File: config.mk
export PLATFORM = sky130hd
export DESIGN_NAME = pthd_post
export DESIGN_NICKNAME = d
export VERILOG_FILES = /design/src/design/pthd_pkg.sv /design/src/design/pthd_post.sv
export SDC_FILE = /design/constraint.sdc
export NUM_CORES = 1
export LEC_CHECK = 0
export BUFFER_PORTS_ARGS = -buffer_cell sky130_fd_sc_hd__buf_2
export CAP_MARGIN = 20
export CORE_AREA = 2 2 196 159
export DETAILED_ROUTE_END_ITERATION = 6
export DIE_AREA = 0 0 198 161
export GPL_ROUTABILITY_DRIVEN = 1
export GPL_TIMING_DRIVEN = 1
export PLACE_DENSITY = 0.58
export REMOVE_ABC_BUFFERS = 1
export SLEW_MARGIN = 20
export SYNTH_ARGS = -nofsm -noshare
export SYNTH_HDL_FRONTEND = slang
export SYNTH_SLANG_ARGS = --single-unit
File: constraint.sdc
create_clock -name clk -period 9.8 [get_ports clk]
set_clock_uncertainty 0.15 [all_clocks]
set_input_delay 0 -clock clk [delete_from_list [all_inputs] [get_ports clk]]
set_output_delay 0 -clock clk [all_outputs]
set_load 0.05 [all_outputs]
File: src/design/pthd_pkg.sv
package pthd_pkg;

  localparam int GUARD_BITS = 8;
  localparam int Z_W        = 34;
  localparam int HEAD_W     = 16;
  localparam int DIST_W     = 17;

  typedef logic signed [Z_W-1:0]    ang_t;
  typedef logic signed [HEAD_W-1:0] head_t;
  typedef logic [DIST_W-1:0]        dist_t;

  localparam ang_t  PI_Q30      = 34'sd3373259426;
  localparam ang_t  HEAD_ROUND  = 34'sd65536;
  localparam head_t HEAD_MIN    = -16'sd25736;
  localparam head_t HEAD_MAX    = 16'sd25735;
  localparam head_t HALF_PI_OUT = 16'sd12868;
  localparam logic [15:0] GAIN_Q16 = 16'd39797;
  localparam dist_t DIST_MAX    = 17'h1FFFF;

  // atan(2^-i) in radians times 2^30
  localparam ang_t ATAN_Q30 [32] = '{
    34'sd843314857, 34'sd497837829, 34'sd263043836, 34'sd133525158,
    34'sd67021686,  34'sd33543515,  34'sd16775850,  34'sd8388437,
    34'sd4194282,   34'sd2097149,   34'sd1048575,   34'sd524287,
    34'sd262143,    34'sd131071,    34'sd65535,     34'sd32767,
    34'sd16383,     34'sd8191,      34'sd4095,      34'sd2047,
    34'sd1024,      34'sd512,       34'sd256,       34'sd128,
    34'sd64,        34'sd32,        34'sd16,        34'sd8,
    34'sd4,         34'sd2,         34'sd1,         34'sd0
  };

  // side band that travels with each transaction down the pipe
  typedef struct packed {
    logic  valid;
    logic  special;   // axis-aligned or zero vector, result known up front
    head_t heading;
    dist_t dist_val;
    logic  dy_pos;
    logic  dy_neg;
  } pthd_ctl_t;

endpackage

File: src/design/pthd_post.sv
module pthd_post #(
  parameter int XW = 28
) (
  input  logic                 clk,
  input  logic                 rst_n,
  input  pthd_pkg::pthd_ctl_t  ctl_i,
  input  logic signed [XW-1:0] x_i,
  input  pthd_pkg::ang_t       z_i,
  output logic                 valid_o,
  output pthd_pkg::head_t      heading_o,
  output pthd_pkg::dist_t      dist_o
);
  import pthd_pkg::*;

  localparam int PW = XW - 1 + 16;
  localparam int DW = PW + 1 - 24;
  localparam int SW = (DW > DIST_W) ? DW : DIST_W;

  ang_t            zr;
  head_t           head_nxt, head_r, head_out_r;
  logic [XW-2:0]   xc;
  logic [PW-1:0]   prod_nxt, prod_r;
  logic [PW:0]     rsum;
  logic [SW-1:0]   dfull;
  dist_t           dist_nxt, dist_out_r;
  pthd_ctl_t       ctl_r;
  logic            valid_out_r;

  // stage a: heading round and clamp (or the special heading), gain multiply
  always_comb begin
    zr = (z_i + HEAD_ROUND) >>> 17;
    if (zr < ang_t'(HEAD_MIN)) begin
      head_nxt = HEAD_MIN;
    end else if (zr > ang_t'(HEAD_MAX)) begin
      head_nxt = HEAD_MAX;
    end else begin
      head_nxt = zr[HEAD_W-1:0];
    end
    if (ctl_i.dy_pos && head_nxt[HEAD_W-1]) head_nxt = '0;
    if (ctl_i.dy_neg && !head_nxt[HEAD_W-1] && head_nxt != '0) head_nxt = '0;
    if (ctl_i.special) head_nxt = ctl_i.heading;

    xc       = x_i[XW-1] ? '0 : x_i[XW-2:0];
    prod_nxt = PW'(xc) * PW'(GAIN_Q16);
  end

  // stage b: distance round and saturate, or pass the special distance
  always_comb begin
    rsum  = {1'b0, prod_r} + (PW+1)'(1 << (15 + GUARD_BITS));
    dfull = SW'(rsum[PW:24]);
    if (ctl_r.special) begin
      dist_nxt = ctl_r.dist_val;
    end else if (dfull > SW'(DIST_MAX)) begin
      dist_nxt = DIST_MAX;
    end else begin
      dist_nxt = dfull[DIST_W-1:0];
    end
  end

  always_ff @(posedge clk) begin
    if (!rst_n) begin
      ctl_r       <= '0;
      valid_out_r <= 1'b0;
    end else begin
      ctl_r       <= ctl_i;
      valid_out_r <= ctl_r.valid;
    end
    head_r      <= head_nxt;
    prod_r      <= prod_nxt;
    head_out_r  <= head_r;
    dist_out_r  <= dist_nxt;
  end

  assign valid_o   = valid_out_r;
  assign heading_o = head_out_r;
  assign dist_o    = dist_out_r;

endmodule

==> impl_metrics.env <==
export IMPL_slowest_stage="sky130_fd_sc_hd__nor2b_1"
export IMPL_timing_setup_critical_path_class="in2reg"
export IMPL_period_minus_slack_ns=6.20
export IMPL_p_per_area_nw_per_um2=242
export IMPL_cts_tree="yes"
export IMPL_max_cap_viol_count=0
export IMPL_critical_path_source="x_i[27]"
export IMPL_setup_ws_ns=3.60
export IMPL_yosysSeqAreaShare=0.151
export IMPL_clock_power_share=0.115
export IMPL_placed_cells_incl_taps=1784
export IMPL_via_per_inst=4.72
export IMPL_peakVddDrop_uv=139
export IMPL_asyncSetResetFlopFracSynth=0
export IMPL_worstPathRequired_ns=9.92
export IMPL_synth_ff_latch_count=89
export IMPL_grt_pass1_wl_um=46200
export IMPL_synth_distinct_cells=68
export IMPL_power_combinational_fraction=0.732
export IMPL_critical_path_arrival_ns=6.33
export IMPL_groute_usage_overall=0.182
export IMPL_layout_worst_path_cycle_share=0.633
export IMPL_detail_route_wirelength_um=27500
export IMPL_critPathCaptureType="flip-flop"
export IMPL_report_power_total_mw=3.33
export IMPL_area_growth_syn_to_layout_pct=16.2
export IMPL_cpMostUsedCell="sky130_fd_sc_hd__fa_1"
export IMPL_path_cells="buf_2, nor2b_1, xnor2_1, fa_1, inv_1, fa_1, fa_1, fa_1, inv_1, fa_1, inv_1, ha_1, a211o_1, o211ai_1, o211ai_1, a221o_1, o211ai_1, nand3b_1, a31oi_1, xnor2_1"
export IMPL_antenna_cells=0
export IMPL_cts_setup_buffers=0
export IMPL_fin_util=0.458
export IMPL_pwr_share_seq=0.154
export IMPL_core_region_area_um2=30000
export IMPL_sw_ratio=0.486
export IMPL_globalRouteOverflowTotal=0
export IMPL_detail_route_wl_per_cell_um=14.8
export IMPL_synth_flop_cell="sky130_fd_sc_hd__dfxtp_1"
export IMPL_fraction_of_post_synthesis_cell_area_in_the_top_cell_type_by_area=0.267
export IMPL_io_buffers=118
export IMPL_detailedRoute_firstIterationViolations=435
export IMPL_most_common_library_cell_in_the_layout_ignoring_fill_and_taps="sky130_fd_sc_hd__inv_1"
export IMPL_synth_largest_area_cell="sky130_fd_sc_hd__fa_1"
export IMPL_floorplan_initialDensity=0.394
export IMPL_placement_setup_worst_slack_ns=3.27
export IMPL_outcome="finished clean"
export IMPL_postRouteAntennaNets=0
export IMPL_layout_cells_most_common_list="sky130_fd_sc_hd__inv_1 (255), sky130_fd_sc_hd__fa_1 (158), sky130_fd_sc_hd__ha_1 (151)"
export IMPL_post_cts_hold_buffer_count=66
export IMPL_critPathMaxFanout=34
export IMPL_setup_viol=0
export IMPL_worstSetupStartpointType="primary input"
export IMPL_cts_num_sinks=89
export IMPL_clock_insertion_delay_at_the_later_pin_of_the_skew_report_ns=0.35
export IMPL_antenna_found_initial=0
export IMPL_regToRegSetupSlack_ns=7.44
export IMPL_fp_dieH_um=161
export IMPL_postSynthAreaPerCell_um2=9.11
export IMPL_routabilityCongestion=0.884
export IMPL_power_static_leakage_nw=7.01
export IMPL_synth_area_leaders="sky130_fd_sc_hd__fa_1 (27%), sky130_fd_sc_hd__ha_1 (16%), sky130_fd_sc_hd__dfxtp_1 (15%)"
export IMPL_synthesis_yosys_warnings=0
export IMPL_post_cts_resized_instances=0
export IMPL_post_route_cells_drive_above_1_share=0.107
export IMPL_pins_over_their_slew_limit=0
export IMPL_finalHoldViolations=0
export IMPL_n_fill_cell=2890
export IMPL_die_width_um=198
export IMPL_startpoint_of_the_most_critical_register_to_register_path="prod_r[23]$_DFF_P_"
export IMPL_synthesis_instances=1298
export IMPL_grt_pass1_vias=9038
export IMPL_cts_root_buffer_type="sky130_fd_sc_hd__clkbuf_16"
export IMPL_dieArea_um2=31900
export IMPL_top_level_ports=135
export IMPL_std_cell_rows=57
export IMPL_setup_repair_after_global_routing_missed_its_margin="false"
export IMPL_fmaxAchievable_mhz=161
export IMPL_cts_made_buffers=9
export IMPL_reg2reg_depth=10
export IMPL_holdCritPathClass="in2reg"
export IMPL_count_of_flip_flops_with_a_built_in_enable_after_synthesis=0
export IMPL_worst_hold_path_num_cells=2
export IMPL_power_internal_mw=1.71
export IMPL_largest_net_degree_at_the_start_of_global_routing=35
export IMPL_htree_levels=3
export IMPL_clk_transition_reported_paths_ns=0.07
export IMPL_initial_drt_pass_iterations=5
export IMPL_total_negative_slack_for_setup_checks_ns=0
export IMPL_vias=8800
export IMPL_dpl_hpwl_um=23300
export IMPL_post_route_drc_count=0
export IMPL_final_cells=1866
export IMPL_power_switching_mw=1.62
export IMPL_holdCritStartpoint="ctl_i[35]"
export IMPL_finalNetCount=1858
export IMPL_cpPeakStageDelay_ns=0.90
export IMPL_max_clock_path_buffers=2
export IMPL_tightest_pin_transition_ns=1.05
export IMPL_mappedNetlistArea_um2=11800
export IMPL_slew_limit_headroom=0.297
-- cells by family (layout without fill, tap and decap cells) --
family,Yosys count,count (layout),synth area share
buffers and inverters,302,457,0.0971
adders and majority gates,312,312,0.430
muxes,4,4,0.00391
xor gates and xnor gates,107,107,0.0792
DFF,89,89,0.151
and+or+nand+nor,306,306,0.136
AOI/OAI and AO/OA,178,178,0.103
-- area by class of cell --
class	instances	area [µm²]	share of cell area
clock buffer	9	225	0.0164
clock inverter	7	105	0.00764
inverter	255	957	0.0696
multi-input combinational	907	8900	0.647
sequential	89	1780	0.130
tap	413	517	0.0376
timing repair buffer	186	1270	0.0921
-- final timing paths --
path	to
setup / recovery	prod_r[38]$_DFF_P_
setup reg to reg	dist_o[16]$_DFF_P_
hold reg to reg	heading_o[7]$_DFF_P_
hold / removal	ctl_r[35]$_SDFF_PN0_
-- power by group through the flow --
stage / registers [mW] / clock network, mW / logic [mW]
2_1_floorplan: 0.621 / 0 / 1.77
3_3_place_gp: 0.518 / 0 / 2.42
3_5_place_dp: 0.519 / 0 / 2.43
4_1_cts: 0.511 / 0.392 / 2.48
5_1_grt: 0.521 / 0.407 / 2.83
6_report: 0.511 / 0.381 / 2.44
-- synth_stat cells, drive strengths merged (18+ instances only) --
master / n
nor2b: 49
fa: 158
nor2: 55
a21o: 25
and2: 43
xnor2: 77
xor2: 30
o21ai: 35
dfxtp: 89
inv: 255
ha: 151
a21oi: 43
nand3: 18
nand2: 72
clkbuf: 38
-- critical path, delay by kind of cell --
family / cells / cell delay (ns)
xor+xnor: 2 / 0.36
simple gates: 2 / 1.12
compound gates: 6 / 1.54
buf+inv: 4 / 0.46
fa+ha+maj: 6 / 2.83
-- metal layers --
metal / global-route usage / wire (µm) / vias up
li1: - / - / 4440
met3: 0.0282 / 1200 / 14
met5: 0 / 0 / -
met4: 0.0208 / 176 / 0
met2: 0.267 / 11500 / 171
met1: 0.288 / 14700 / 4175
-- metrics by stage --
stage	cell area (µm²)	hold WS, ns
floorplan	11600	-0.0414
CTS	13800	0.00273
finish	13800	0.0288
detailed placement	12800	0.0543
global placement	12800	0.0538
global route	13800	0.0474
-- state kept, by name, summed over array words and instances (netlist names) --
| signal | count |
|---|---|
| prod_r | 20 |
| valid_o | 1 |
| head_r | 16 |
| dist_o | 17 |
| ctl_r | 19 |
| heading_o | 16 |
Note: power is estimated with default switching activity, not from simulation.
