File: src/design/pthd_pkg.sv
package pthd_pkg;

  localparam int GUARD_BITS = 8;
  localparam int Z_W        = 34;
  localparam int HEAD_W     = 16;
  localparam int DIST_W     = 17;

  typedef logic signed [Z_W-1:0]    ang_t;
  typedef logic signed [HEAD_W-1:0] head_t;
  typedef logic [DIST_W-1:0]        dist_t;

  localparam ang_t  PI_Q30      = 34'sd3373259426;
  localparam ang_t  HEAD_ROUND  = 34'sd65536;
  localparam head_t HEAD_MIN    = -16'sd25736;
  localparam head_t HEAD_MAX    = 16'sd25735;
  localparam head_t HALF_PI_OUT = 16'sd12868;
  localparam logic [15:0] GAIN_Q16 = 16'd39797;
  localparam dist_t DIST_MAX    = 17'h1FFFF;

  // atan(2^-i) in radians times 2^30
  localparam ang_t ATAN_Q30 [32] = '{
    34'sd843314857, 34'sd497837829, 34'sd263043836, 34'sd133525158,
    34'sd67021686,  34'sd33543515,  34'sd16775850,  34'sd8388437,
    34'sd4194282,   34'sd2097149,   34'sd1048575,   34'sd524287,
    34'sd262143,    34'sd131071,    34'sd65535,     34'sd32767,
    34'sd16383,     34'sd8191,      34'sd4095,      34'sd2047,
    34'sd1024,      34'sd512,       34'sd256,       34'sd128,
    34'sd64,        34'sd32,        34'sd16,        34'sd8,
    34'sd4,         34'sd2,         34'sd1,         34'sd0
  };

  // side band that travels with each transaction down the pipe
  typedef struct packed {
    logic  valid;
    logic  special;   // axis-aligned or zero vector, result known up front
    head_t heading;
    dist_t dist_val;
    logic  dy_pos;
    logic  dy_neg;
  } pthd_ctl_t;

endpackage

File: src/design/pthd_cell.sv
module pthd_cell #(
  parameter int STAGE = 0,
  parameter int XW    = 28
) (
  input  logic                 clk,
  input  logic                 rst_n,
  input  pthd_pkg::pthd_ctl_t  ctl_i,
  input  logic signed [XW-1:0] x_i,
  input  logic signed [XW-1:0] y_i,
  input  pthd_pkg::ang_t       z_i,
  output pthd_pkg::pthd_ctl_t  ctl_o,
  output logic signed [XW-1:0] x_o,
  output logic signed [XW-1:0] y_o,
  output pthd_pkg::ang_t       z_o
);
  import pthd_pkg::*;

  logic signed [XW-1:0] xs, ys, x_nxt, y_nxt, x_r, y_r;
  ang_t                 z_nxt, z_r;
  pthd_ctl_t            ctl_r;

  // arithmetic shift floors, as required
  assign xs = x_i >>> STAGE;
  assign ys = y_i >>> STAGE;

  always_comb begin
    if (!y_i[XW-1]) begin
      x_nxt = x_i + ys;
      y_nxt = y_i - xs;
      z_nxt = z_i + ATAN_Q30[STAGE];
    end else begin
      x_nxt = x_i - ys;
      y_nxt = y_i + xs;
      z_nxt = z_i - ATAN_Q30[STAGE];
    end
  end

  always_ff @(posedge clk) begin
    if (!rst_n) begin
      ctl_r <= '0;
    end else begin
      ctl_r <= ctl_i;
    end
    x_r   <= x_nxt;
    y_r   <= y_nxt;
    z_r   <= z_nxt;
  end

  assign ctl_o = ctl_r;
  assign x_o   = x_r;
  assign y_o   = y_r;
  assign z_o   = z_r;

endmodule

File: config.mk
export PLATFORM = sky130hd
export DESIGN_NAME = pthd_cell
export DESIGN_NICKNAME = d
export VERILOG_FILES = /design/src/design/pthd_pkg.sv /design/src/design/pthd_cell.sv
export SDC_FILE = /design/constraint.sdc
export NUM_CORES = 1
export LEC_CHECK = 0
export BUFFER_PORTS_ARGS = -buffer_cell sky130_fd_sc_hd__buf_2
export CAP_MARGIN = 20
export CORE_ASPECT_RATIO = 1.25
export CORE_MARGIN = 8
export CORE_UTILIZATION = 55
export CTS_CLUSTER_DIAMETER = 150
export DETAILED_ROUTE_END_ITERATION = 6
export PLACE_DENSITY_LB_ADDON = 0.3
export SYNTH_ARGS = -nofsm -noshare
export SYNTH_HDL_FRONTEND = slang
export SYNTH_SLANG_ARGS = --single-unit
File: constraint.sdc
create_clock -name clk -period 9.6 [get_ports clk]
set_input_delay 2.4 -clock clk [delete_from_list [all_inputs] [get_ports clk]]
set_output_delay 2.4 -clock clk [all_outputs]
set_load 0.03 [all_outputs]
==> results_dict.tcl, run 1 <==
set metrics [dict create \
    critPathMaxFanout 48 \
    synth_fa_ha_area_share_pct 16.1 \
    post-route-min-period_ns 5.52 \
    cp_num_buf_inv 3 \
    post-route-util_pct 67.1 \
    dieArea_mm2 0.0213 \
    num_rows 53 \
    die_x_um 132 \
    cts_buffers 17 \
    critPathMaxStageDelay_ns 0.65 \
    finalHoldViolCount 0 \
    worstPathRequired_ns 9.91 \
    drt_iter0_markers 585 \
    ys_types 78 \
    cts_htree_levels 4 \
    cp-startpoint "y_i[27]" \
    grtUsageMet3_pct 5.81 \
    cp_num_cells 12 \
    synth_top_area_share_pct 27.2 \
    async_reset_ff_share_pct 0 \
    cts_resized 0 \
    cts_buffer_depth 2 \
    worstHoldPathType "in -> reg" \
    grt_use_met1_pct 29.2 \
    grt-ovfl-total 0 \
    period_share_pct 57.5 \
    first_global_vias 9228 \
    antenna_found_initial 2 \
    cts_sinks 126 \
    viasPerCell 5.77 \
    multi_input_area_mm2 0.00616 \
    syn_area_mm2 0.00927 \
    tns_ns 0 \
    crit_type "in -> reg" \
    dr.pass1.iters 7 \
    synth_edf_count 0 \
    setup_viol 0 \
    io_pins 256 \
    p_per_area_mw_per_mm2 187 \
    postRouteAntennaNets 0 \
    ff_latch_area_mm2 0.00252 \
    synthTopCellsByArea "dfxtp_1 27%, ha_1 15%, a21oi_1 6.9%" \
    worstSetupEndpointType "flop" \
    fin_nets 1595 \
    synth_sequential_area_ratio_pct 27.2 \
    synth_flop_cell "dfxtp_1" \
    synth.yosys.warnings 0 \
    place.detailed.hpwl_um 24500 \
    syn2layout_area_growth_pct 20.4 \
    cap_violations 0 \
    min_from "ctl_i[33]" \
    synth_seq_cells 126 \
    grt_max_degree 49 \
    syn_avg_cell_area_um2 8.25 \
    met2_usage_pct 51.1 \
    cp.arrival_ns 5.83 \
    die_h_um 161 \
    drv_slew 0 \
    drive_above_1_share_pct 23.1 \
    io_buffers 255 \
    grt_pass1_wl_um 48300 \
    yosys.area.top_type "dfxtp_1" \
    synth_top_family_by_area "compound AO/OA/AOI/OAI gates" \
    placed_area_mm2 0.0106 \
    cp_slowest_cell "buf_2" \
    cts_tree "done" \
    crit_chain "buf_2, inv_1, buf_4, ha_1, a21o_1, a21o_1, a41oi_1, a31oi_1, or3_1, a31oi_2, o21ai_1, xor2_1" \
    timing.fmax_mhz 181 \
    hold_buffers 0 \
    syn_inst 1124 \
    synth.area.mux_share_pct 0.972 \
    final_cell_area_mm2 0.0112 \
    drc 0 \
    synth-compound-area-share_pct 26.1 \
    core_area_mm2 0.0166 \
    gp_congestion 0.964 \
    vias 9143 \
    tightest_slew_ns 1.01 \
    hold_slack_ns 2.18 \
    synth-simple-area-share_pct 15.5 \
    cts.clk_slew.worst_paths_ns 0.06 \
    cpLargestDelayFamily "compound AO/OA/AOI/OAI gates" \
    routed_wl_um 30600 \
    critPathLaunchType "input pin" \
    grtUsageTotal_pct 28.0 \
    initial_core_util_pct 55.7 \
    crit_end "z_o[31]" \
    grt_setup_unrepaired "false" \
    routedWlPerCell_um 19.3 \
    busiest_layer "met2" \
    max_slew_margin_pct 31.1 \
    filler_cell_count 1436 \
    synth_xor_area_share_pct 7.75 \
    synth_nets 1370 \
    crit_top_cell "a21o_1" \
    cts_setup_buffers 0 \
    status "complete, no violations" \
    cts_root_buffer "clkbuf_16" \
    peakVddDrop_v 0.000120 \
    leakagePower_nw 5.39 \
]
## cell usage after synthesis (all sizes together), types with 5 or more instances
cell type	count
a2111oi	6
a211oi	18
a21o	34
a21oi	128
a31oi	9
a41oi	5
and2	43
buf	25
clkbuf	26
dfxtp	126
ha	113
inv	85
mux2i	9
nand2	61
nand2b	8
nand3	16
nand4	21
nor2	84
nor2b	13
nor3	16
nor4	9
o211ai	8
o21a	11
o21ai	65
o21bai	24
o31ai	11
or3	6
xnor2	61
xor2	21
## final cells by class
| cell class | count | area share, % |
|---|---|---|
| sequential | 126 | 22.6 |
| clock inverter | 14 | 1.30 |
| antenna | 2 | 0.0448 |
| tap | 220 | 2.47 |
| timing repair buffer | 257 | 11.6 |
| clock buffer | 18 | 3.93 |
| multi-input combinational | 859 | 55.1 |
| inverter | 88 | 2.96 |
## placed cells by master, fill, tap and decap left out, drive strengths merged, types with 13 or more instances in the layout
master and instances:
buf 257, a21oi 128, dfxtp 126, ha 113, inv 93, nor2 84
o21ai 65, nand2 61, xnor2 61, and2 43, a21o 34, o21bai 24
xor2 21, nand4 21, a211oi 18, clkbuf 18, nand3 16, nor3 16
nor2b 13
## metal layers
layer | up-vias | wire length [um]
met5 | - | 0
met4 | 0 | 1490
met3 | 97 | 2130
met2 | 443 | 15500
met1 | 4199 | 11400
li1 | 4404 | -
## per-stage QoR
step / power [W] / setup slack (ns) / std cells
after floorplan: 0.00121 / 4.27 / 1124
after global placement: 0.00144 / 3.87 / 1550
after detailed placement: 0.00145 / 3.77 / 1550
after CTS: 0.00210 / 4.18 / 1582
after global routing: 0.00219 / 3.95 / 1584
final: 0.00209 / 4.08 / 1584
## where the power goes
| group | total (W) | internal, W | switching [W] |
|---|---|---|---|
| clock network | 0.000643 | 0.000372 | 0.000271 |
| registers | 0.000644 | 0.000619 | 0.0000255 |
| logic | 0.000801 | 0.000258 | 0.000543 |
## worst min-delay path by stage
stage                 to  slack, ns  depth (start not counted)
5_1_grt        ctl_o[23]       2.17                          2
6_report       ctl_o[33]       2.18                          2
4_1_cts        ctl_o[33]       2.16                          2
3_3_place_gp   ctl_o[23]       2.60                          2
2_1_floorplan     z_o[0]       2.46                          1
3_5_place_dp   ctl_o[33]       2.60                          2
## logic make-up after synthesis
| kind of cell | after synthesis |
|---|---|
| and+or+nand+nor | 289 |
| buffers and inverters | 139 |
| muxes | 9 |
| AOI/OAI and AO/OA | 362 |
| adders and majority gates | 117 |
| xor gates and xnor gates | 82 |
| DFF | 126 |
## flip-flops by register name, indices dropped and copies added, names as in the netlist
| register | cells |
|---|---|
| z_o | 34 |
| x_o | 28 |
| y_o | 27 |
| ctl_o | 37 |
Note: power is estimated with default switching activity, not from simulation.
==> inputs of run 2 (changes only) <==
--- a/config.mk
+++ b/config.mk
@@ -9,7 +9,7 @@
 export CAP_MARGIN = 20
 export CORE_ASPECT_RATIO = 1.25
 export CORE_MARGIN = 8
-export CORE_UTILIZATION = 55
+export CORE_UTILIZATION = 49
 export CTS_CLUSTER_DIAMETER = 150
 export DETAILED_ROUTE_END_ITERATION = 6
 export PLACE_DENSITY_LB_ADDON = 0.3
==> constraint.sdc (replaced) <==
create_clock -name clk -period 4.72 [get_ports clk]
set_input_delay 1.18 -clock clk [delete_from_list [all_inputs] [get_ports clk]]
set_output_delay 1.18 -clock clk [all_outputs]
set_load 0.03 [all_outputs]
==> run 2 against run 1 <==
Compared with the run above: die area up 11%; largest power group unchanged; total power rose by 100%; first-iteration DRC count down 1.0%; sequential share of layout area shrank 0.15 points; count of clock-buffer cells in the layout is the same.
==> results_dict.tcl, run 2 (synthesized netlist as in run 1, its figures left out) <==
set metrics [dict create \
    max_slew_margin_pct 52.3 \
    grt_pass1_wl_um 48000 \
    io_buffers 255 \
    cts_htree_levels 4 \
    dr.pass1.iters 6 \
    peakVddDrop_v 0.000239 \
    crit_top_cell "a21o_1" \
    die_h_um 170 \
    leakagePower_nw 5.43 \
    finalHoldViolCount 0 \
    postRouteAntennaNets 0 \
    p_per_area_mw_per_mm2 380 \
    cp.arrival_ns 4.09 \
    min_from "ctl_i[26]" \
    drv_slew 0 \
    cap_violations 0 \
    io_pins 256 \
    viasPerCell 5.66 \
    tns_ns 0 \
    critPathMaxStageDelay_ns 0.46 \
    cp-startpoint "y_i[27]" \
    p_clk_share_pct 30.9 \
    critPathMaxFanout 16 \
    swShare_pct 40.3 \
    cts_buffer_depth 2 \
    tightest_slew_ns 0.708 \
    grt-ovfl-total 0 \
    num_rows 56 \
    first_global_vias 8965 \
    drc 0 \
    grt_max_degree 38 \
    die_x_um 139 \
    cts.clk_slew.worst_paths_ns 0.06 \
    layout_commonest_cell "buf_2" \
    initial_core_util_pct 49.8 \
    final_cell_mix "255 x buf_2, 127 x a21oi_1, 126 x dfxtp_1, 113 x ha_1, 84 x inv_1" \
    cts_sinks 126 \
    gp_congestion 1.01 \
    cp_slowest_cell "ha_1" \
    cts_resized 0 \
    routedWlPerCell_um 19.3 \
    switchingPower_w 0.00172 \
    dieArea_mm2 0.0236 \
    worstHoldPathCells 2 \
    cts_root_buffer "clkbuf_16" \
    crit_type "in -> reg" \
    place.detailed.hpwl_um 25300 \
    routed_wl_um 31000 \
    drt_iter0_markers 579 \
    worstPathRequired_ns 5.02 \
    post-route-min-period_ns 3.79 \
    drive_above_1_share_pct 23.6 \
    largest_reg_flops 37 \
    timing.fmax_mhz 264 \
    grt_setup_unrepaired "false" \
    combPwrFrac_pct 38.5 \
    antenna_found_initial 0 \
    cts_setup_buffers 0 \
    status "complete, no violations" \
    crit_chain "buf_2, inv_1, ha_1, a21o_1, a21o_1, a41oi_1, a31oi_1, or3_1, a31oi_2, o21ai_1, xor2_1" \
    p_seq_share_pct 30.6 \
    setup_viol 0 \
    p_int_w 0.00255 \
    cts_tree "done" \
    post-route-util_pct 60.3 \
    grtUsageTotal_pct 25.7 \
    hold_buffers 0 \
    critPathLaunchType "input pin" \
    syn2layout_area_growth_pct 21.2 \
    vias 9075 \
    worstHoldPathType "in -> reg" \
    worstSetupEndpointType "flop" \
    fin_nets 1603 \
    period_share_pct 80.4 \
    core_area_mm2 0.0186 \
    cts_buffers 17 \
]
[run 2: cell count changes in the layout (fill, tap and decap cells not counted)]
cell,previous run,this run
diode_2,2,1
inv_8,1,2
clkinvlp_4,1,2
buf_4,2,10
clkinv_4,4,2
[run 2: worst max-delay path: cells and delay by family]
family                   cells  cell delay [ns]
AO/OA/AOI/OAI                6             1.18
adder cells (fa/ha/maj)      1             0.46
XOR/XNOR                     1             0.15
AND/OR/NAND/NOR              1             0.42
buffers and inverters        2             0.69
[run 2: final timing paths]
path                        end
worst max-delay path    z_o[31]
worst min-delay path  ctl_o[26]
[run 2: routing by layer]
metal | routed length (um) | vias to the layer above | GRT usage (%)
li1 | - | 4434 | -
met1 | 12000 | 4091 | 28.0
met4 | 1650 | 0 | 14.7
met5 | 0 | - | 0
met2 | 15000 | 455 | 45.2
met3 | 2370 | 95 | 6.05
[run 2: power groups by stage]
stage | combinational [W] | clock [W] | sequential, W
6_report | 0.00164 | 0.00132 | 0.00131
5_1_grt | 0.00176 | 0.00139 | 0.00132
4_1_cts | 0.00164 | 0.00135 | 0.00131
3_5_place_dp | 0.00163 | 0 | 0.00133
3_3_place_gp | 0.00163 | 0 | 0.00133
2_1_floorplan | 0.000730 | 0 | 0.00173
[run 2: area by class of cell]
type | instances | area [um2]
Antenna cell | 1 | 2.50
Clock buffer | 18 | 439
Clock inverter | 14 | 146
Fill cell | 1722 | 7400
Inverter | 88 | 330
Multi-Input combinational cell | 859 | 6160
Sequential cell | 126 | 2520
Tap cell | 232 | 290
Timing Repair Buffer | 265 | 1350
[run 2: through the flow]
step	hold WS (ns)	total power, W	cells	instance area (um2)	setup slack [ns]
after floorplan	1.24	0.00246	1124	9270	0.606
after global placement	1.39	0.00296	1570	10700	0.587
after detailed placement	1.39	0.00296	1570	10700	0.499
after CTS	0.944	0.00430	1602	11200	0.936
after global routing	0.944	0.00447	1602	11200	0.715
final	0.961	0.00428	1603	11200	0.927
