## src/design/pthd_pkg.sv

```systemverilog
package pthd_pkg;

  localparam int GUARD_BITS = 8;
  localparam int Z_W        = 34;
  localparam int HEAD_W     = 16;
  localparam int DIST_W     = 17;

  typedef logic signed [Z_W-1:0]    ang_t;
  typedef logic signed [HEAD_W-1:0] head_t;
  typedef logic [DIST_W-1:0]        dist_t;

  localparam ang_t  PI_Q30      = 34'sd3373259426;
  localparam ang_t  HEAD_ROUND  = 34'sd65536;
  localparam head_t HEAD_MIN    = -16'sd25736;
  localparam head_t HEAD_MAX    = 16'sd25735;
  localparam head_t HALF_PI_OUT = 16'sd12868;
  localparam logic [15:0] GAIN_Q16 = 16'd39797;
  localparam dist_t DIST_MAX    = 17'h1FFFF;

  // atan(2^-i) in radians times 2^30
  localparam ang_t ATAN_Q30 [32] = '{
    34'sd843314857, 34'sd497837829, 34'sd263043836, 34'sd133525158,
    34'sd67021686,  34'sd33543515,  34'sd16775850,  34'sd8388437,
    34'sd4194282,   34'sd2097149,   34'sd1048575,   34'sd524287,
    34'sd262143,    34'sd131071,    34'sd65535,     34'sd32767,
    34'sd16383,     34'sd8191,      34'sd4095,      34'sd2047,
    34'sd1024,      34'sd512,       34'sd256,       34'sd128,
    34'sd64,        34'sd32,        34'sd16,        34'sd8,
    34'sd4,         34'sd2,         34'sd1,         34'sd0
  };

  // side band that travels with each transaction down the pipe
  typedef struct packed {
    logic  valid;
    logic  special;   // axis-aligned or zero vector, result known up front
    head_t heading;
    dist_t dist_val;
    logic  dy_pos;
    logic  dy_neg;
  } pthd_ctl_t;

endpackage

```

## src/design/pthd_prep.sv

```systemverilog
module pthd_prep #(
  parameter int CW = 16,
  parameter int XW = 28
) (
  input  logic                     clk,
  input  logic                     rst_n,
  input  logic                     acc,
  input  logic signed [CW-1:0]     start_x,
  input  logic signed [CW-1:0]     start_y,
  input  logic signed [CW-1:0]     end_x,
  input  logic signed [CW-1:0]     end_y,
  output pthd_pkg::pthd_ctl_t      ctl_o,
  output logic signed [XW-1:0]     x_o,
  output logic signed [XW-1:0]     y_o,
  output pthd_pkg::ang_t           z_o
);
  import pthd_pkg::*;

  localparam int MW = (CW + 1 > DIST_W) ? CW + 1 : DIST_W;

  logic signed [CW:0]    dx, dy;
  logic signed [XW-1:0]  dxe, dye;
  logic                  dx_neg, dy_pos, dy_neg, dx_zero, dy_zero;
  logic [CW:0]           mag;
  logic [MW-1:0]         mag_w;
  pthd_ctl_t             ctl_nxt, ctl_r;
  logic signed [XW-1:0]  x_nxt, y_nxt, x_r, y_r;
  ang_t                  z_nxt, z_r;

  assign dx = {end_x[CW-1], end_x} - {start_x[CW-1], start_x};
  assign dy = {end_y[CW-1], end_y} - {start_y[CW-1], start_y};
  assign dxe = {{(XW-CW-1){dx[CW]}}, dx};
  assign dye = {{(XW-CW-1){dy[CW]}}, dy};

  assign dx_neg  = dx[CW];
  assign dx_zero = (dx == '0);
  assign dy_zero = (dy == '0);
  assign dy_neg  = dy[CW];
  assign dy_pos  = !dy_neg && !dy_zero;

  always_comb begin
    // fold into the right half plane
    x_nxt = (dx_neg ? -dxe : dxe) <<< GUARD_BITS;
    y_nxt = (dx_neg ? -dye : dye) <<< GUARD_BITS;
    if (dx_neg) begin
      z_nxt = dy_pos ? PI_Q30 : -PI_Q30;
    end else begin
      z_nxt = '0;
    end

    if (dy_zero) begin
      mag = dx_neg ? -dx : dx;
    end else begin
      mag = dy_neg ? -dy : dy;
    end
    mag_w = MW'(mag);

    ctl_nxt.valid    = acc;
    ctl_nxt.special  = dy_zero || dx_zero;
    ctl_nxt.dy_pos   = dy_pos;
    ctl_nxt.dy_neg   = dy_neg;
    ctl_nxt.dist_val = (mag_w > MW'(DIST_MAX)) ? DIST_MAX : mag_w[DIST_W-1:0];
    if (dy_zero) begin
      ctl_nxt.heading = dx_neg ? HEAD_MIN : '0;
    end else begin
      ctl_nxt.heading = dy_pos ? HALF_PI_OUT : -HALF_PI_OUT;
    end
  end

  always_ff @(posedge clk) begin
    if (!rst_n) begin
      ctl_r <= '0;
    end else begin
      ctl_r <= ctl_nxt;
    end
    x_r   <= x_nxt;
    y_r   <= y_nxt;
    z_r   <= z_nxt;
  end

  assign ctl_o = ctl_r;
  assign x_o   = x_r;
  assign y_o   = y_r;
  assign z_o   = z_r;

endmodule

```

## config.mk

```make
export PLATFORM = sky130hd
export DESIGN_NAME = pthd_prep
export DESIGN_NICKNAME = d
export VERILOG_FILES = /design/src/design/pthd_pkg.sv /design/src/design/pthd_prep.sv
export SDC_FILE = /design/constraint.sdc
export NUM_CORES = 1
export LEC_CHECK = 0
export BUFFER_PORTS_ARGS = -buffer_cell sky130_fd_sc_hd__buf_4
export CAP_MARGIN = 10
export CORE_MARGIN = 2
export CORE_UTILIZATION = 40
export CTS_CLUSTER_DIAMETER = 30
export CTS_CLUSTER_SIZE = 20
export DETAILED_ROUTE_END_ITERATION = 7
export PLACE_DENSITY = 0.76
export SLEW_MARGIN = 20
export SYNTH_ARGS = -nofsm -noshare
export SYNTH_HDL_FRONTEND = slang
export SYNTH_SLANG_ARGS = --single-unit
```

## constraint.sdc

```tcl
create_clock -name clk -period 4.5 [get_ports clk]
set_input_delay 0.9 -clock clk [delete_from_list [all_inputs] [get_ports clk]]
set_output_delay 0.9 -clock clk [all_outputs]
set_load 0.02 [all_outputs]
```

==> Implementation_results.wiki, run 1 <==
{| class="wikitable"
! Metric !! Value
|-
| Row Count || 40
|-
| Drt wl/cell || 13.3 um
|-
| Longest Clk Path Bufs || 2
|-
| Cell leakage power || 3.29 nW
|-
| Diode insertion count for antenna repair || 0
|-
| Critical path peak fanout || 6
|-
| Period utilization || 93.3%
|-
| Placed cell count || 935
|-
| Core area || 12200 um2
|-
| TritonCTS Sinks || 69
|-
| Path type of the worst min-delay path || in2reg
|-
| Least setup slack across all paths after layout || 0.299 ns
|-
| RSZ-0062 raised after global routing || no
|-
| Count of flip-flops with a built-in enable after synthesis || 0
|-
| Total CTS buffers || 9
|-
| Pin count of the biggest net entering global routing || 28
|-
| Pre-CTS setup slack || -0.00923 ns
|-
| Gr usage total || 18.8%
|-
| Final setup TNS || 0 ns
|-
| Cells taking the most area after synthesis || sky130_fd_sc_hd__dfxtp_1, sky130_fd_sc_hd__ha_1, sky130_fd_sc_hd__buf_4
|-
| Violation count after the first detailed-route iteration || 223
|-
| Number of detailed-routing iterations run before antenna repair || 5
|-
| Number of remaining DRC errors || 0
|-
| Count of instances resized after the clock tree is built || 0
|-
| Antenna violations before repair || 0
|-
| FF+latch area || 1380 um2
|-
| Vias || 4679
|-
| Category of the critical setup timing path || in2reg
|-
| Worst max-slew margin expressed relative to the limit || 63.5%
|-
| F_max || 0.238 GHz
|-
| Detailed Place HPWL || 10.2 mm
|-
| Area share of fa/ha/maj cells after synthesis || 10.5%
|-
| Total gr overflow || 0
|-
| Final setup violation count || 0
|-
| Synthesis-to-finish area growth || 32.3%
|-
| Number of setup buffers added after CTS || 0
|-
| Worst endpoint data arrival time || 4.42 ns
|-
| Number of distinct library cell variants in the gate-level netlist after synthesis || 63
|-
| Count of final hold-check violations || 0
|-
| Post-layout min period || 4.20 ns
|-
| Die area || 13500 um2
|-
| Worst Max-Slew Pin Slew || 0.547 ns
|-
| Vias per cell || 4.93
|-
| Chip Height || 116 um
|-
| CTS clk-pin slew, worst paths || 0.06 ns
|-
| Synthesized-area fraction occupied by ao, oa, aoi and oai cells || 18.6%
|-
| Mean instance size in the synthesized netlist || 8.13 um2
|-
| Endpoint class of the critical path || flop
|-
| PortBufs || 174
|-
| Clock tree from TritonCTS || built
|-
| Top-area cell type share of the netlist area || 27.4%
|-
| Yosys reg bits || 69
|-
| Fraction of final layout cells sized beyond drive strength 1 || 31.3%
|-
| Layout net count || 886
|-
| Hold Worst Slack || 0.789 ns
|-
| Hold-fix buffer count after cts || 0
|-
| Area occupied by multi-input gates || 3100 um2
|-
| Number of warning messages in the yosys log || 0
|-
| Required arrival time at the worst endpoint || 4.72 ns
|-
| Worst-case vdd ir drop || 0.000314 V
|-
| Post-DRT Antenna Nets || 0
|-
| Post-synth top flop || sky130_fd_sc_hd__dfxtp_1
|-
| Synthesized cell area || 5030 um2
|-
| Multiplexer share of the synthesized area || 1.22%
|-
| Area leader, netlist || sky130_fd_sc_hd__dfxtp_1
|-
| Most used standard cell by instance count after synthesis || sky130_fd_sc_hd__dfxtp_1
|-
| IO Count || 194
|-
| Kind of launch point of the worst setup path || input pin
|-
| Main combinational cell family by area after synthesis || simple AND/OR/NAND/NOR gates
|-
| Core Util, Final || 54.7%
|-
| Horiz. Die Dim || 116 um
|-
| Number of max-slew violations in the final report || 0
|-
| First-pass GRT wire length || 20.3 mm
|-
| Max capacitance violation total || 0
|-
| Result of the run || completed
|-
| Area share of xor/xnor cells in the synthesized design || 9.55%
|-
| RePlAce Congestion || 0.836
|-
| Number of global-route vias before repair || 4322
|-
| Count of filler cells inserted in the layout || 1159
|-
| Fin cells || 950
|-
| CTS Root Buffer Type || sky130_fd_sc_hd__clkbuf_16
|-
| Sequential-to-total area share from yosys stat || 27.4%
|-
| Hold Path Origin || acc
|-
| CTS H-tree lvls || 3
|-
| Overall routed net length || 12.7 mm
|-
| Leading post-synthesis cells by instance count || sky130_fd_sc_hd__dfxtp_1, sky130_fd_sc_hd__buf_4, sky130_fd_sc_hd__nor2_1
|-
| Synth async-reset ratio || 0%
|-
| Critical path launch point || start_y[0]
|-
| Post-synthesis instance total || 619
|-
| Cell Pwr Density || 424 nW/um2
|-
| Initial core utilization || 41.4%
|-
| Simple-gate portion of the synthesized area || 19.2%
|}
worst max-delay path: stages:
cell and delay (ns):
sky130_fd_sc_hd__buf_4 0.11, sky130_fd_sc_hd__ha_1 0.21, sky130_fd_sc_hd__fa_1 0.44, sky130_fd_sc_hd__nor2b_1 0.18, sky130_fd_sc_hd__o31a_1 0.26, sky130_fd_sc_hd__or4b_2 0.16, sky130_fd_sc_hd__nand3_1 0.11, sky130_fd_sc_hd__nor3_2 0.16
sky130_fd_sc_hd__nand4b_1 0.13, sky130_fd_sc_hd__or4b_1 0.52, sky130_fd_sc_hd__nor3_2 0.16, sky130_fd_sc_hd__ha_1 0.22, sky130_fd_sc_hd__clkinv_2 0.07, sky130_fd_sc_hd__nand2_1 0.09, sky130_fd_sc_hd__inv_1 0.07, sky130_fd_sc_hd__and2_1 0.15
sky130_fd_sc_hd__mux2_2 0.26, sky130_fd_sc_hd__a31o_2 0.21
sequential cells by signal (all words and copies together) (netlist names):
register	flops
ctl_o	26
x_o	20
y_o	20
z_o	3
routing by layer:
layer / part of all wire, % / GRT usage [%] / vias to the layer above
li1: - / - / 2385
met1: 44 / 23.3 / 2125
met2: 48 / 33.5 / 159
met3: 7.0 / 4.88 / 10
met4: 0.84 / 2.94 / 0
met5: 0 / 0 / -
layout make-up:
cell class | instances | area share [%]
Tap cell | 168 | 3.16
Sequential cell | 69 | 20.8
Timing Repair Buffer | 199 | 22.4
Inverter | 49 | 2.78
Clock inverter | 6 | 0.959
Clock buffer | 9 | 3.38
Multi-Input combinational cell | 450 | 46.5
report_power, final:
group / internal (mW) / total (mW) / leakage, nW / switching, mW
Combinational: 0.564 / 1.31 / 2.58 / 0.742
Sequential: 0.769 / 0.833 / 0.579 / 0.0634
Clock: 0.425 / 0.683 / 0.138 / 0.258
Total: 1.76 / 2.82 / 3.29 / 1.06
path summary, 6_finish.rpt:
check	end	cells after the start
min	ctl_o[36]$_SDFF_PN0_	2
max	ctl_o[16]$_SDFF_PN0_	18
layout by cell type, fill, tap and decap left out, types with 3 or more instances in the layout:
cell type,count
sky130_fd_sc_hd__a211o_1,3
sky130_fd_sc_hd__a211oi_1,12
sky130_fd_sc_hd__a21o_1,9
sky130_fd_sc_hd__a21oi_1,36
sky130_fd_sc_hd__a31oi_1,3
sky130_fd_sc_hd__a41oi_1,4
sky130_fd_sc_hd__and2_1,10
sky130_fd_sc_hd__and3_1,8
sky130_fd_sc_hd__buf_4,199
sky130_fd_sc_hd__clkbuf_16,9
sky130_fd_sc_hd__clkinv_2,3
sky130_fd_sc_hd__conb_1,22
sky130_fd_sc_hd__dfxtp_1,69
sky130_fd_sc_hd__ha_1,39
sky130_fd_sc_hd__inv_1,48
sky130_fd_sc_hd__mux2i_1,5
sky130_fd_sc_hd__nand2_1,34
sky130_fd_sc_hd__nand2b_1,4
sky130_fd_sc_hd__nand3_1,13
sky130_fd_sc_hd__nand4_1,4
sky130_fd_sc_hd__nor2_1,58
sky130_fd_sc_hd__nor2b_1,6
sky130_fd_sc_hd__nor3_1,9
sky130_fd_sc_hd__nor3_2,3
sky130_fd_sc_hd__nor4_1,5
sky130_fd_sc_hd__o211a_1,5
sky130_fd_sc_hd__o211ai_1,6
sky130_fd_sc_hd__o21a_1,3
sky130_fd_sc_hd__o21ai_0,28
sky130_fd_sc_hd__o21bai_1,4
sky130_fd_sc_hd__o31a_1,3
sky130_fd_sc_hd__o31ai_1,6
sky130_fd_sc_hd__or2_2,10
sky130_fd_sc_hd__or3_1,7
sky130_fd_sc_hd__xnor2_1,34
sky130_fd_sc_hd__xor2_1,17
logic make-up (layout without fill, tap and decap cells):
logic type	after synthesis	count (layout)
compound gates	140	140
xor+xnor	54	54
fa+ha+maj	41	41
buf+inv	121	263
flops	69	69
mux	6	6
other cells	1	22
simple gates	187	187
per-stage QoR:
step                      instance area, um2  power, mW
after global placement                  6370       2.15
after floorplan                         5150       1.69
after global routing                    6660       2.99
final                                   6660       2.82
after detailed placement                6370       2.15
after CTS                               6660       2.84
(Power assumes the default switching activity.)
==> run 2, diff against run 1 <==
CORE_UTILIZATION = 30   (was 40)
PLACE_DENSITY = 0.61   (was 0.76)
==> run 2 against run 1 <==
Effect of this change: flip-flop and latch count stayed put; maximum frequency is 0.57% higher; core utilization is 14 points lower; design area is 1.1% higher; cell count is 5.6% higher; worst setup slack better by 0.024 ns; hold slack better by 0.013 ns; global-route usage is 4.0 points lower; die area is 32% higher; via count is 1.8% lower; power is 0.37% higher; first-iteration DRC count is 28% lower; critical endpoint unchanged.
==> Implementation_results.wiki, run 2 (synthesis results as in run 1) <==
{| class="wikitable"
! Metric !! Value
|-
| Hold-fix buffer count after cts || 0 (unchanged)
|-
| Number of global-route vias before repair || 4269 (-1.2%)
|-
| Hold Worst Slack || 0.801 ns (+0.0126 ns)
|-
| Least setup slack across all paths after layout || 0.323 ns (+0.0238 ns)
|-
| Total gr overflow || 0 (unchanged)
|-
| Final total power || 2.83 mW (+0.37%)
|-
| Post-DRT Antenna Nets || 0 (unchanged)
|-
| Diode insertion count for antenna repair || 0 (unchanged)
|-
| Longest Clk Path Bufs || 2 (unchanged)
|-
| Die area || 17800 um2 (+32%)
|-
| Number of remaining DRC errors || 0 (unchanged)
|-
| Kind of launch point of the worst setup path || input pin
|-
| Endpoint class of the critical path || flop
|-
| Most used cells in the layout excluding fill and tap cells || sky130_fd_sc_hd__buf_4, sky130_fd_sc_hd__dfxtp_1, sky130_fd_sc_hd__nor2_1
|-
| Vias per cell || 4.58 (-7.0%)
|-
| RePlAce Congestion || 0.853 (+2.0%)
|-
| Final setup violation count || 0 (unchanged)
|-
| CTS H-tree lvls || 3 (unchanged)
|-
| Cell leakage power || 3.30 nW (+0.26%)
|-
| Number of flip-flops under the largest register name || 26 (unchanged)
|-
| Row Count || 47 (+18%)
|-
| Drt wl/cell || 13.3 um (about the same)
|-
| Final setup TNS || 0 ns (unchanged)
|-
| Count of filler cells inserted in the layout || 1693 (+46%)
|-
| Core area || 16500 um2 (+35%)
|-
| Max capacitance violation total || 0 (unchanged)
|-
| Layout net count || 887 (+0.11%)
|-
| Path type of the worst min-delay path || in2reg
|-
| Count of instances resized after the clock tree is built || 0 (unchanged)
|-
| Detailed Place HPWL || 10.8 mm (+6.2%)
|-
| Required arrival time at the worst endpoint || 4.72 ns (about the same)
|-
| Antenna violations before repair || 0 (unchanged)
|-
| Result of the run || completed
|-
| First-pass GRT wire length || 21.3 mm (+4.6%)
|-
| F_max || 0.239 GHz (+0.57%)
|-
| Count of final hold-check violations || 0 (unchanged)
|-
| Worst-case vdd ir drop || 0.000203 V (-35%)
|-
| Category of the critical setup timing path || in2reg
|-
| Critical path peak fanout || 6 (unchanged)
|-
| RSZ-0062 raised after global routing || no
|-
| Number of setup buffers added after CTS || 0 (unchanged)
|-
| Commonest non-fill, non-tap cell in the layout || sky130_fd_sc_hd__buf_4
|-
| Number of detailed-routing iterations run before antenna repair || 4 (-1)
|-
| Gr usage total || 14.8% (-4.0 points)
|-
| Worst Max-Slew Pin Slew || 0.618 ns (+0.0717 ns)
|-
| Cell Pwr Density || 421 nW/um2 (-0.73%)
|-
| TritonCTS Sinks || 69 (unchanged)
|-
| Vias || 4596 (-1.8%)
|-
| Post-layout min period || 4.18 ns (-0.0238 ns)
|-
| Fraction of final layout cells sized beyond drive strength 1 || 31.4% (+0.088 points)
|-
| FF+latch area || 1380 um2 (unchanged)
|-
| Worst endpoint data arrival time || 4.39 ns (-0.03 ns)
|-
| IO Count || 194 (unchanged)
|-
| Worst max-slew margin expressed relative to the limit || 58.5% (-5.0 points)
|-
| Violation count after the first detailed-route iteration || 160 (-28%)
|-
| Number of max-slew violations in the final report || 0 (unchanged)
|-
| Pre-CTS setup slack || -0.0107 ns (-0.00152 ns)
|-
| Clock tree from TritonCTS || built
|-
| Period utilization || 92.8% (-0.53 points)
|-
| Placed cell count || 988 (+5.7%)
|-
| PortBufs || 174 (unchanged)
|-
| Horiz. Die Dim || 134 um (+15%)
|-
| CTS clk-pin slew, worst paths || 0.05 ns (about the same)
|-
| CTS Root Buffer Type || sky130_fd_sc_hd__clkbuf_16
|-
| Initial core utilization || 30.6% (-11 points)
|-
| Overall routed net length || 13.4 mm (+5.5%)
|-
| Pin count of the biggest net entering global routing || 28 (unchanged)
|-
| Fin cells || 1003 (+5.6%)
|-
| Total CTS buffers || 9 (unchanged)
|-
| Area occupied by multi-input gates || 3100 um2 (unchanged)
|-
| Chip Height || 134 um (+15%)
|-
| Synthesis-to-finish area growth || 33.7%
|}
## run 2: cell types whose count changed in the layout (fill, tap and decap cells not counted)
cell                         before  now
sky130_fd_sc_hd__inv_6            1    0
sky130_fd_sc_hd__clkinvlp_4       2    1
sky130_fd_sc_hd__buf_4          199  200
sky130_fd_sc_hd__clkinv_4         0    2
## run 2: path summary, 6_finish.rpt
| path | startpoint | to | slack, ns | cells after the start |
|---|---|---|---|---|
| worst max-delay path | start_y[0] | ctl_o[16]$_SDFF_PN0_ | 0.32 | 18 |
| worst min-delay path | acc | ctl_o[36]$_SDFF_PN0_ | 0.80 | 2 |
## run 2: cell type report
cell class | count | area share (%)
clock buffers | 9 | 3.35
multi-input cells | 450 | 46.0
repair buffers | 200 | 22.3
clock inverters | 6 | 0.967
flip-flops and latches | 69 | 20.5
well taps | 220 | 4.09
inverters | 49 | 2.75
## run 2: per-layer routing
metal | GRT usage, % | up-vias | routed length (um)
li1 | - | 2390 | -
met1 | 18.3 | 2058 | 6050
met2 | 25.8 | 142 | 6230
met3 | 4.53 | 6 | 1010
met4 | 2.48 | 0 | 72
met5 | 0 | - | 0
## run 2: per-stage QoR
step | utilization (%) | cell area, um2
3_3_place_gp | 39.1 | 6440
2_1_floorplan | - | 5150
5_1_grt | 40.9 | 6730
3_5_place_dp | 39.1 | 6440
6_report | 40.9 | 6730
4_1_cts | 40.9 | 6730
## run 2: critical path: stages
cell                       delay (ns)
sky130_fd_sc_hd__buf_4           0.11
sky130_fd_sc_hd__ha_1            0.22
sky130_fd_sc_hd__fa_1            0.43
sky130_fd_sc_hd__nor2b_1         0.16
sky130_fd_sc_hd__o31a_1          0.25
sky130_fd_sc_hd__or4b_2          0.16
sky130_fd_sc_hd__nand3_1         0.10
sky130_fd_sc_hd__nor3_2          0.16
sky130_fd_sc_hd__nand4b_1        0.13
sky130_fd_sc_hd__or4b_1          0.54
sky130_fd_sc_hd__nor3_2          0.16
sky130_fd_sc_hd__ha_1            0.22
sky130_fd_sc_hd__clkinv_2        0.06
sky130_fd_sc_hd__nand2_1         0.10
sky130_fd_sc_hd__inv_1           0.07
sky130_fd_sc_hd__and2_1          0.15
sky130_fd_sc_hd__mux2_2          0.25
sky130_fd_sc_hd__a31o_2          0.21
## run 2: power breakdown
group / total [mW] / internal [mW] / switching, mW
registers: 0.831 / 0.769 / 0.0620
clock network: 0.688 / 0.425 / 0.263
logic: 1.31 / 0.564 / 0.748
total: 2.83 / 1.76 / 1.07
